`src/rtl/rv32_pkg.sv`:
```
// Package for the RV32IM executor: opcodes, constants and shared types.
// No dependencies.
`default_nettype none
package rv32_pkg;
    localparam logic [6:0] OP_IMM    = 7'b0010011;
    localparam logic [6:0] OP_REG    = 7'b0110011;
    localparam logic [6:0] OP_LOAD   = 7'b0000011;
    localparam logic [6:0] OP_STORE  = 7'b0100011;
    localparam logic [6:0] OP_BRANCH = 7'b1100011;
    localparam logic [6:0] OP_JAL    = 7'b1101111;
    localparam logic [6:0] OP_JALR   = 7'b1100111;
    localparam logic [6:0] OP_LUI    = 7'b0110111;
    localparam logic [6:0] OP_AUIPC  = 7'b0010111;
    localparam logic [6:0] OP_SYSTEM = 7'b1110011;
    localparam logic [6:0] OP_AMO    = 7'b0101111;
    localparam logic [31:0] SIGN_BIT = 32'h8000_0000;
    localparam logic [31:0] ECALL_WORD = 32'h0000_0073;

    // Request to the serial multiply/divide unit.
    typedef enum logic [1:0] {
        MD_MUL, MD_DIV
    } t_md_kind;

    typedef struct packed {
        logic        start;
        t_md_kind    kind;
        logic [31:0] a;
        logic [31:0] b;
    } t_md_req;

    typedef struct packed {
        logic        done;
        logic [31:0] hi;
        logic [31:0] lo;
    } t_md_rsp;

    typedef struct packed {
        logic [31:0] executed_pc;
        logic [31:0] next_pc;
        logic        reg_written;
        logic [4:0]  dest_index;
        logic [31:0] dest_value;
        logic        store_done;
        logic [31:0] store_address;
        logic [31:0] store_data;
        logic [1:0]  store_size;
        logic        env_call;
        logic        unsupported;
    } t_result;
endpackage
`default_nettype wire

```
`src/rtl/rv32_muldiv.sv`:
```
// Bit-serial unsigned multiplier and restoring divider, one bit per cycle.
// Depends on rv32_pkg.
`default_nettype none
module rv32_muldiv (
    input  wire  i_clk,
    input  wire  i_rst_n,
    input  rv32_pkg::t_md_req i_req,
    output rv32_pkg::t_md_rsp o_rsp
);
    import rv32_pkg::*;

    logic        r_busy, n_busy;
    t_md_kind    r_kind, n_kind;
    logic [5:0]  r_cnt, n_cnt;
    logic [31:0] r_hi, n_hi;
    logic [31:0] r_lo, n_lo;
    logic [31:0] r_b, n_b;
    logic        r_done, n_done;
    logic [32:0] w_add;
    logic [32:0] w_rem;
    logic [32:0] w_sub;

    // Operand load on a start, else while busy one shift-add or shift-subtract step on the hi:lo pair.
    always_comb begin
        w_add = {1'b0, r_hi} + (r_lo[0] ? {1'b0, r_b} : 33'd0);
        w_rem = {r_hi, r_lo[31]};
        w_sub = w_rem - {1'b0, r_b};
        n_busy = r_busy;
        n_kind = r_kind;
        n_cnt  = r_cnt;
        n_hi   = r_hi;
        n_lo   = r_lo;
        n_b    = r_b;
        n_done = 1'b0;
        if (i_req.start) begin
            n_busy = 1'b1;
            n_kind = i_req.kind;
            n_cnt  = 6'd0;
            n_hi   = 32'd0;
            n_lo   = i_req.a;
            n_b    = i_req.b;
        end else if (r_busy) begin
            if (r_kind == MD_MUL) begin
                n_hi = w_add[32:1];
                n_lo = {w_add[0], r_lo[31:1]};
            end else if (!w_sub[32]) begin
                n_hi = w_sub[31:0];
                n_lo = {r_lo[30:0], 1'b1};
            end else begin
                n_hi = w_rem[31:0];
                n_lo = {r_lo[30:0], 1'b0};
            end
            n_cnt = r_cnt + 6'd1;
            if (r_cnt == 6'd31) begin
                n_busy = 1'b0;
                n_done = 1'b1;
            end
        end
    end

    always_ff @(posedge i_clk) begin
        if (!i_rst_n) begin
            r_busy <= 1'b0;
            r_done <= 1'b0;
        end else begin
            r_busy <= n_busy;
            r_done <= n_done;
        end
        r_kind <= n_kind;
        r_cnt  <= n_cnt;
        r_hi   <= n_hi;
        r_lo   <= n_lo;
        r_b    <= n_b;
    end

    assign o_rsp = '{done: r_done, hi: r_hi, lo: r_lo};
endmodule
`default_nettype wire

```
`config.mk`:
```
export PLATFORM = sky130hd
export DESIGN_NAME = rv32_muldiv
export DESIGN_NICKNAME = d
export VERILOG_FILES = /design/src/rtl/rv32_pkg.sv /design/src/rtl/rv32_muldiv.sv
export SDC_FILE = /design/constraint.sdc
export NUM_CORES = 1
export LEC_CHECK = 0
export ABC_AREA = 1
export BUFFER_PORTS_ARGS = -buffer_cell sky130_fd_sc_hd__buf_4
export CAP_MARGIN = 20
export CORE_MARGIN = 3
export CORE_UTILIZATION = 40
export DETAILED_ROUTE_END_ITERATION = 10
export PLACE_DENSITY_LB_ADDON = 0.2
export SLEW_MARGIN = 0
export SYNTH_ARGS = -nofsm -noshare
export SYNTH_HDL_FRONTEND = slang
export SYNTH_SLANG_ARGS = --single-unit
```
`constraint.sdc`:
```
create_clock -name i_clk -period 2.6 [get_ports i_clk]
set_clock_uncertainty 0.15 [all_clocks]
set_input_delay 0.39 -clock i_clk [delete_from_list [all_inputs] [get_ports i_clk]]
set_output_delay 0.39 -clock i_clk [all_outputs]
set_load 0.03 [all_outputs]
```
# Word-level counts from Yosys, hierarchy flattened
# Index checks and enable logic that the tools add are counted.
# classes
addsub,3
n_eq_ne,1
n_mux,11
bitwise,2
reduce_logical,3
# ops
op,count
$mux 32,6
$add 32x32->33,1
$sub 33x32->33,1
$add 6x1->6 const B,1
$eq 6x5->1 const B,1
$mux 1,5
$reduce_or 3->1,1
$logic_not 2->1,1
$not 1->1,2
$reduce_bool 2->1,1
# word_totals
ff_bits,106
inputBits,69
out_inout_bits,65

# Logic depth before layout (Yosys ltp)
# Gate-level depths: netlist (run 1).
# logic_depth
ltp_word,5
ltp_mapped,20

# Worst setup path after synthesis (run 1)
# OpenSTA, ideal clock, no wires.
# synth_path
kind,reg2reg
from,reg r_lo[0]
to,reg r_hi[29]
setup_ps,113
t_arrival_ps,2554
required_time_ps,2337
setup_slack_ps,-217
stages_incl_launch_ff,20
path_buffers,2
period_less_slack_ps,2817
cell_sequence,edfxtp_1 -> clkbuf_1 -> clkbuf_1 -> nand2_1 -> inv_1 -> ha_1 -> fa_1 -> nand2_1 -> o21ai_1 -> inv_1 -> o21ai_0 -> nand2_1 -> nand2_1 -> nand2_1 -> nand2_1 -> nand2_1 -> nand3_1 -> nand2_1 -> nand2_1 -> nand2_1
# synth_via
elab_chain_len,3
# synth_rtl
element,line,rtl
from (decl),rv32_muldiv.sv:16,"logic [31:0] r_lo, n_lo;"
from (signal assigned),rv32_muldiv.sv:72,r_lo <= n_lo;
$mux 32,rv32_muldiv.sv:25,"w_add = {1'b0, r_hi} + (r_lo[0] ? {1'b0, r_b} : 33'd0);"
$add 32x32->33,rv32_muldiv.sv:25,
$mux 32,rv32_muldiv.sv:43,if (r_kind == MD_MUL) begin
to (signal assigned),rv32_muldiv.sv:71,r_hi <= n_hi;
to (decl),rv32_muldiv.sv:15,"logic [31:0] r_hi, n_hi;"
# Every way passes these cells.
# A chain may end at the register's enable or synchronous reset.

# Worst setup path in the final report (run 1)
# layout_path
from,reg r_b[17]
to,reg r_hi[11]
# layout_via
elab_chain_len,3
# layout_rtl
element,line,rtl
from (decl),rv32_muldiv.sv:17,"logic [31:0] r_b, n_b;"
from (signal assigned),rv32_muldiv.sv:73,r_b <= n_b;
$sub 33x32->33,rv32_muldiv.sv:27,"w_sub = w_rem - {1'b0, r_b};"
$mux 32,rv32_muldiv.sv:46,end else if (!w_sub[32]) begin
$mux 32,rv32_muldiv.sv:43,
# Every way passes these cells.

==> flow_metrics.py, run 1 <==
metrics = {
    "power_and_ir_drop": {
        "ir_drop_uv": 291,
        "combPwrFrac_pct": 41.9,
        "p_sw_mw": 2.40,
        "clkPwrFrac_pct": 23.4,
        "p_leak_nw": 7.03,
        "seq_power_share_pct": 34.7,
        "swShare_pct": 39.8,
        "p_int_mw": 3.63,
        "cellPowerDensity_mw_per_mm2": 452,
    },
    "final_layout": {
        "final_common_cell": "nand2_1",
        "nNetsFinal": 1956,
        "mostFrequentLayoutCells": "nand2_1, inv_1, buf_4",
        "final_cells": 2144,
        "antenna_cells": 0,
        "syn_to_final_growth_pct": 36.0,
        "final_core_util_pct": 56.0,
        "drive_gt1_share_pct": 27.1,
    },
    "worst_hold_path": {
        "hp-start": "i_req[4]",
        "worstHoldPathType": "input pin to flop",
    },
    "worst_setup_path": {
        "cp-startpoint": "r_b[17]$_DFFE_PP_",
        "cp-end-kind": "flop",
        "required_ns": 2.75,
        "worstPathMaxFanout": 7,
        "crit_chain": "inv_1 -> ha_4 -> nand2_1 -> nand2_1 -> nand2_1 -> nand2_1 -> nand2_1 -> nand2_2 -> a21oi_4 -> nand3_4 -> buf_12 -> nand2_8 -> buf_6 -> nand2_1 -> nand2_1 -> nand2_1 -> a21oi_2",
        "cpMostUsedCell": "nand2_1",
        "crit_arrival_ns": 2.74,
        "r2r-start": "r_b[17]$_DFFE_PP_",
        "critPathSlowestCell": "edfxtp_1",
        "startpoint_type": "flop",
        "cp_top_family": "simple AND/OR/NAND/NOR gates",
        "critPathKind": "flop to flop",
        "crit_buf_inv": 3,
        "timing.reg2reg.setup_slack_ns": 0.005,
        "critPathMaxStageDelay_ns": 0.47,
    },
    "floorplanning": {
        "die_h_um": 163,
        "ios": 134,
        "fp.dieW_um": 163,
        "start_util_pct": 41.2,
        "core_area_mm2": 0.0238,
        "design.die.area_mm2": 0.0264,
        "rows": 56,
    },
    "synthesis": {
        "synth_flop_cell": "edfxtp_1",
        "yosys_warnings": 0,
        "syn-cell-area_mm2": 0.00981,
        "ys_seq_area_share_pct": 28.4,
        "avgSynthCellArea_um2": 6.23,
        "syn_inst": 1575,
        "ys_types": 46,
        "synthArstFlopShare_pct": 0,
        "ys_ff_latch": 106,
        "synth_nets": 1711,
        "synth-edff-count": 66,
    },
    "routing": {
        "drtAntennaViolNets": 0,
        "vias": 11080,
        "routed_wl_mm": 36.5,
        "firstDrtPassIters": 6,
        "post-route-drc-count": 0,
        "wl_per_cell_um": 17.0,
        "initialDrtViolationCount": 825,
        "via_per_inst": 5.17,
    },
    "placement": {
        "place_hpwl_mm": 28.4,
        "gp_congestion": 0.978,
        "dp_worst_setup_slack_ns": -0.116,
        "io_buffers": 133,
        "post-place-cells": 2097,
    },
    "clocking": {
        "cts_tree": "done",
        "clk_pin_slew_ns": 0.08,
        "clock-root-buffer": "clkbuf_16",
        "cts_buffer_depth": 2,
        "insertion_delay_ns": 0.37,
        "hold_buffers": 0,
        "clock-sinks": 106,
        "cts_inserted_buffers": 9,
        "htree_num_levels": 3,
    },
    "global_routing": {
        "grt_overflow": 0,
        "antenna_found_initial": 0,
        "track_usage_pct": 26.5,
        "grt_pass1_vias": 10528,
        "grt_start_max_net_pins": 53,
        "grt_first_pass_wirelength_mm": 55.1,
    },
    "timing": {
        "fin_hold_ws_ns": 0.0409,
        "period_share_pct": 99.8,
        "tns_ns": 0,
        "rsz0062_at_grt": "yes",
        "hold_viol_final": 0,
        "layout_setup_ws_ns": 0.00454,
        "min_period_ns": 2.60,
        "tightest_slew_ns": 0.920,
        "max_freq_mhz": 385,
        "slew_violations": 0,
        "slew_headroom_pct": 38.7,
        "setup_violations": 0,
    },
    "flow_run": {
        "cap_viol_max_count": 0,
    },
    "outcome": {
        "outcome": "completed",
    },
}
-- sequential cells by signal, summed over array words and instances (netlist names) --
name,flops
r_hi,32
r_cnt,6
r_done,1
r_b,32
r_lo,32
r_busy,1
r_kind,2
-- per-stage QoR --
step / cell area (µm²) / total power [mW]
after floorplan: 9860 / 3.44
after global placement: 11900 / 4.30
after detailed placement: 11900 / 4.31
after CTS: 12300 / 5.76
after global routing: 13400 / 6.36
final: 13400 / 6.03
-- layout make-up --
cell class,count,area [µm²]
fill,2399,10500
multi-input combinational,1157,6720
sequential,106,2790
timing repair buffer,272,2120
inverter,274,1040
tap,319,399
clock buffer,9,225
clock inverter,7,68.8
-- logic make-up after synthesis --
logic type / Yosys count / share of synthesized area (%)
buffers and inverters: 313 / 12.4
adders and majority gates: 67 / 8.70
DFF: 106 / 28.4
and+or+nand+nor: 830 / 35.6
AOI/OAI and AO/OA: 242 / 13.4
xor gates and xnor gates: 17 / 1.52
-- power by group through the flow --
stage	combinational, mW	clock (mW)	sequential [mW]
global placement	2.17	0	2.13
floorplan	1.19	0	2.26
global route	2.76	1.49	2.11
detailed placement	2.19	0	2.12
finish	2.53	1.41	2.10
CTS	2.23	1.43	2.09
-- synthesized netlist by cell type (all sizes together), types with 4 or more instances --
library cell	number	area share [%]
xnor2	4	0.36
and2	4	0.25
a21oi	150	8.1
o21ai	72	3.7
nor3	18	0.92
dfxtp	40	8.2
nand4	14	0.89
xor2	13	1.2
o21a	4	0.31
edfxtp	66	20
clkbuf	29	1.1
a21o	6	0.46
nor2	136	5.3
nand2	537	21
ha	65	8.3
nand3	95	5.1
nand3b	20	1.5
inv	274	11
buf	10	0.79
-- per-layer routing --
layer | routed length, µm | up-vias | global-route usage, % | share of wire (%)
li1 | - | 5513 | - | -
met1 | 14900 | 5074 | 32.9 | 41
met2 | 17700 | 426 | 46.8 | 49
met3 | 2620 | 67 | 4.15 | 7.2
met4 | 1250 | 0 | 9.19 | 3.4
met5 | 0 | - | 0 | 0
-- path summary, 6_finish.rpt --
kind                                              end  depth (start not counted)
worst max-delay path            r_hi[11]$_SDFFE_PP0P_                         17
worst min-delay path                 r_b[4]$_DFFE_PP_                          1
worst max register to register  r_hi[11]$_SDFFE_PP0P_                         17
worst min register to register  r_cnt[2]$_SDFFE_PP0P_                          2
-- what timing repair did --
action                     in CTS  in global routing
gates resized for setup        18                198
gates cloned                    1                  0
pin swaps                       3                 19
setup buffers                   4                 26
setup endpoints to repair      11                 33
(Power assumes the default switching activity.)
==> run 2, diff against run 1 <==
--- a/config.mk
+++ b/config.mk
@@ -6,11 +6,11 @@
 export NUM_CORES = 1
 export LEC_CHECK = 0
 export ABC_AREA = 1
-export BUFFER_PORTS_ARGS = -buffer_cell sky130_fd_sc_hd__buf_4
 export CAP_MARGIN = 20
 export CORE_MARGIN = 3
 export CORE_UTILIZATION = 40
 export DETAILED_ROUTE_END_ITERATION = 10
+export DONT_BUFFER_PORTS = 1
 export PLACE_DENSITY_LB_ADDON = 0.2
 export SLEW_MARGIN = 0
 export SYNTH_ARGS = -nofsm -noshare
==> constraint.sdc (replaced) <==
create_clock -name i_clk -period 2.6 [get_ports i_clk]
set_clock_uncertainty 0.15 [all_clocks]
set_input_delay 0.52 -clock i_clk [delete_from_list [all_inputs] [get_ports i_clk]]
set_output_delay 0.52 -clock i_clk [all_outputs]
set_load 0.03 [all_outputs]
==> flow_metrics.py, run 2 (synthesis gave the netlist of run 1 again) <==
metrics = {
    "outcome": {
        "outcome": "finished with violations",
        "violations": "setup timing",
    },
    "routing": {
        "drtAntennaViolNets": 0,
        "initialDrtViolationCount": 740,
        "via_per_inst": 5.22,
        "wl_per_cell_um": 17.8,
        "vias": 10581,
        "firstDrtPassIters": 7,
        "post-route-drc-count": 0,
        "routed_wl_mm": 36.0,
    },
    "timing": {
        "min_period_ns": 2.69,
        "slew_headroom_pct": 60.1,
        "tightest_slew_ns": 0.596,
        "setup_violations": 13,
        "slew_violations": 0,
        "hold_viol_final": 0,
        "rsz0062_at_grt": "yes",
        "layout_setup_ws_ns": -0.0920,
        "max_freq_mhz": 371,
        "tns_ns": -0.339,
        "period_share_pct": 104,
    },
    "worst_setup_path": {
        "timing.reg2reg.setup_slack_ns": -0.09,
        "required_ns": 2.77,
        "critPathSlowestCell": "edfxtp_1",
        "critPathMaxStageDelay_ns": 0.42,
        "crit_chain": "buf_4 -> buf_4 -> nand2_1 -> inv_1 -> ha_4 -> fa_2 -> nand2_2 -> o21ai_4 -> a21o_1 -> nand2_1 -> nand2_2 -> nand2_1 -> nand2_2 -> nand2_1 -> nand3_1 -> nand2_1 -> nand2_1 -> nand2_1",
        "crit_buf_inv": 3,
        "reg2reg_to": "r_hi[23]$_SDFFE_PP0P_",
        "r2r-start": "r_lo[0]$_DFFE_PP_",
        "critPathKind": "flop to flop",
        "cpMostUsedCell": "nand2_1",
        "cp-end-kind": "flop",
        "startpoint_type": "flop",
        "worstPathMaxFanout": 5,
        "ff2ff_path_depth": 18,
        "cp_top_family": "simple AND/OR/NAND/NOR gates",
        "crit_arrival_ns": 2.86,
    },
    "final_layout": {
        "final_core_util_pct": 52.0,
        "regArea_mm2": 0.00278,
        "drive_gt1_share_pct": 20.0,
        "multi_input_area_mm2": 0.00657,
        "final_common_cell": "nand2_1",
        "mostFrequentLayoutCells": "nand2_1, inv_1, buf_4",
        "fill_cells": 2434,
        "top_regs": "r_b x32, r_hi x32, r_lo x32",
        "nNetsFinal": 1840,
        "syn_to_final_growth_pct": 26.3,
        "antenna_cells": 0,
    },
    "clocking": {
        "cts_inserted_buffers": 9,
        "cts_buffer_depth": 2,
        "insertion_delay_ns": 0.37,
        "clock-root-buffer": "clkbuf_16",
        "htree_num_levels": 3,
        "cts_tree": "done",
        "hold_buffers": 0,
        "clock-sinks": 106,
        "clk_pin_slew_ns": 0.09,
    },
    "power_and_ir_drop": {
        "seq_power_share_pct": 37.6,
        "combPwrFrac_pct": 37.4,
        "p_int_mw": 3.56,
        "ir_drop_uv": 351,
        "cellPowerDensity_mw_per_mm2": 476,
        "p_leak_nw": 6.47,
        "p_sw_mw": 2.34,
        "clkPwrFrac_pct": 25.0,
        "swShare_pct": 39.7,
    },
    "placement": {
        "place_hpwl_mm": 28.5,
        "dp_worst_setup_slack_ns": -0.150,
        "gp_congestion": 0.979,
        "io_buffers": 0,
    },
    "worst_hold_path": {
        "worstHoldPathType": "input pin to flop",
        "holdPathStages": 0,
        "hp-start": "i_req[15]",
        "whs_endpoint": "r_b[15]$_DFFE_PP_",
    },
    "floorplanning": {
        "rows": 56,
        "start_util_pct": 41.2,
        "design.die.area_mm2": 0.0264,
        "fp.dieW_um": 163,
        "die_h_um": 163,
        "ios": 134,
        "core_area_mm2": 0.0238,
    },
    "global_routing": {
        "grt_pass1_vias": 10055,
        "track_usage_pct": 26.3,
        "antenna_found_initial": 2,
        "grt_overflow": 0,
        "grt_start_max_net_pins": 72,
        "grt_first_pass_wirelength_mm": 54.1,
    },
    "flow_run": {
        "cap_viol_max_count": 0,
    },
}
[run 2: changes by cell type in the layout (fill, tap and decap cells not counted), moves of 5 or more]
| cell | before | now |
|---|---|---|
| a21oi_1 | 117 | 124 |
| a21oi_2 | 31 | 22 |
| buf_4 | 261 | 142 |
| ha_1 | 30 | 40 |
| ha_2 | 6 | 1 |
| ha_4 | 29 | 24 |
| nand2_1 | 477 | 491 |
| nand2_2 | 48 | 38 |
| nand3_1 | 79 | 70 |
| nand3_2 | 15 | 23 |
[run 2: power by group through the flow]
stage	clock network (mW)	logic [mW]	registers [mW]
2_1_floorplan	0	1.19	2.26
3_3_place_gp	0	1.92	2.25
3_5_place_dp	0	1.93	2.25
4_1_cts	1.51	1.98	2.21
5_1_grt	1.56	2.44	2.23
6_report	1.48	2.21	2.22
[run 2: worst max-delay path by stage]
stage | slack (ns) | to | cells after the start | from
after floorplan | 0.005 | r_hi[31]$_SDFFE_PP0P_ | 19 | r_lo[0]$_DFFE_PP_
after global placement | -0.14 | r_hi[25]$_SDFFE_PP0P_ | 15 | r_lo[0]$_DFFE_PP_
after detailed placement | -0.15 | r_hi[24]$_SDFFE_PP0P_ | 15 | r_lo[0]$_DFFE_PP_
after CTS | 0.0006 | r_hi[22]$_SDFFE_PP0P_ | 20 | r_lo[31]$_DFFE_PP_
after global routing | -0.20 | r_hi[23]$_SDFFE_PP0P_ | 18 | r_lo[0]$_DFFE_PP_
final | -0.09 | r_hi[23]$_SDFFE_PP0P_ | 18 | r_lo[0]$_DFFE_PP_
[run 2: metal layers]
metal	share of wire, %	vias to the layer above	global-route usage [%]
met5	0.083	-	0
met4	3.5	4	9.19
met3	7.2	76	5.57
met2	47	356	45.3
met1	42	4866	32.8
li1	-	5279	-
[run 2: layout make-up]
type / count / area share (%)
Multi-Input combinational cell: 1157 / 53.0
Sequential cell: 106 / 22.5
Timing Repair Buffer: 156 / 10.5
Inverter: 274 / 8.32
Tap cell: 319 / 3.22
Clock buffer: 11 / 2.05
Clock inverter: 5 / 0.414
[run 2: per-stage QoR]
stage | std cells | hold slack [ns] | cell area (µm²) | power (mW)
6_report | 2028 | 0.0886 | 12400 | 5.90
3_3_place_gp | 1996 | 0.322 | 11200 | 4.17
3_5_place_dp | 1996 | 0.333 | 11200 | 4.17
2_1_floorplan | 1575 | 0.305 | 9860 | 3.44
5_1_grt | 2028 | 0.0647 | 12400 | 6.23
4_1_cts | 2013 | 0.0794 | 11600 | 5.70
[run 2: worst register-to-register path, delay by kind of cell (launching register included)]
| family | cells | cell delay (ns) |
|---|---|---|
| and+or+nand+nor | 11 | 0.90 |
| adders and majority gates | 2 | 0.52 |
| DFF | 1 | 0.42 |
| buffers and inverters | 3 | 0.36 |
| AOI/OAI and AO/OA | 2 | 0.31 |
[run 2: what timing repair did]
action / CTS / global route
pin swaps: 1 / 45
setup buffers: 1 / 11
gates cloned: 0 / 4
resized for setup: 30 / 144
setup endpoints to repair: 16 / 33
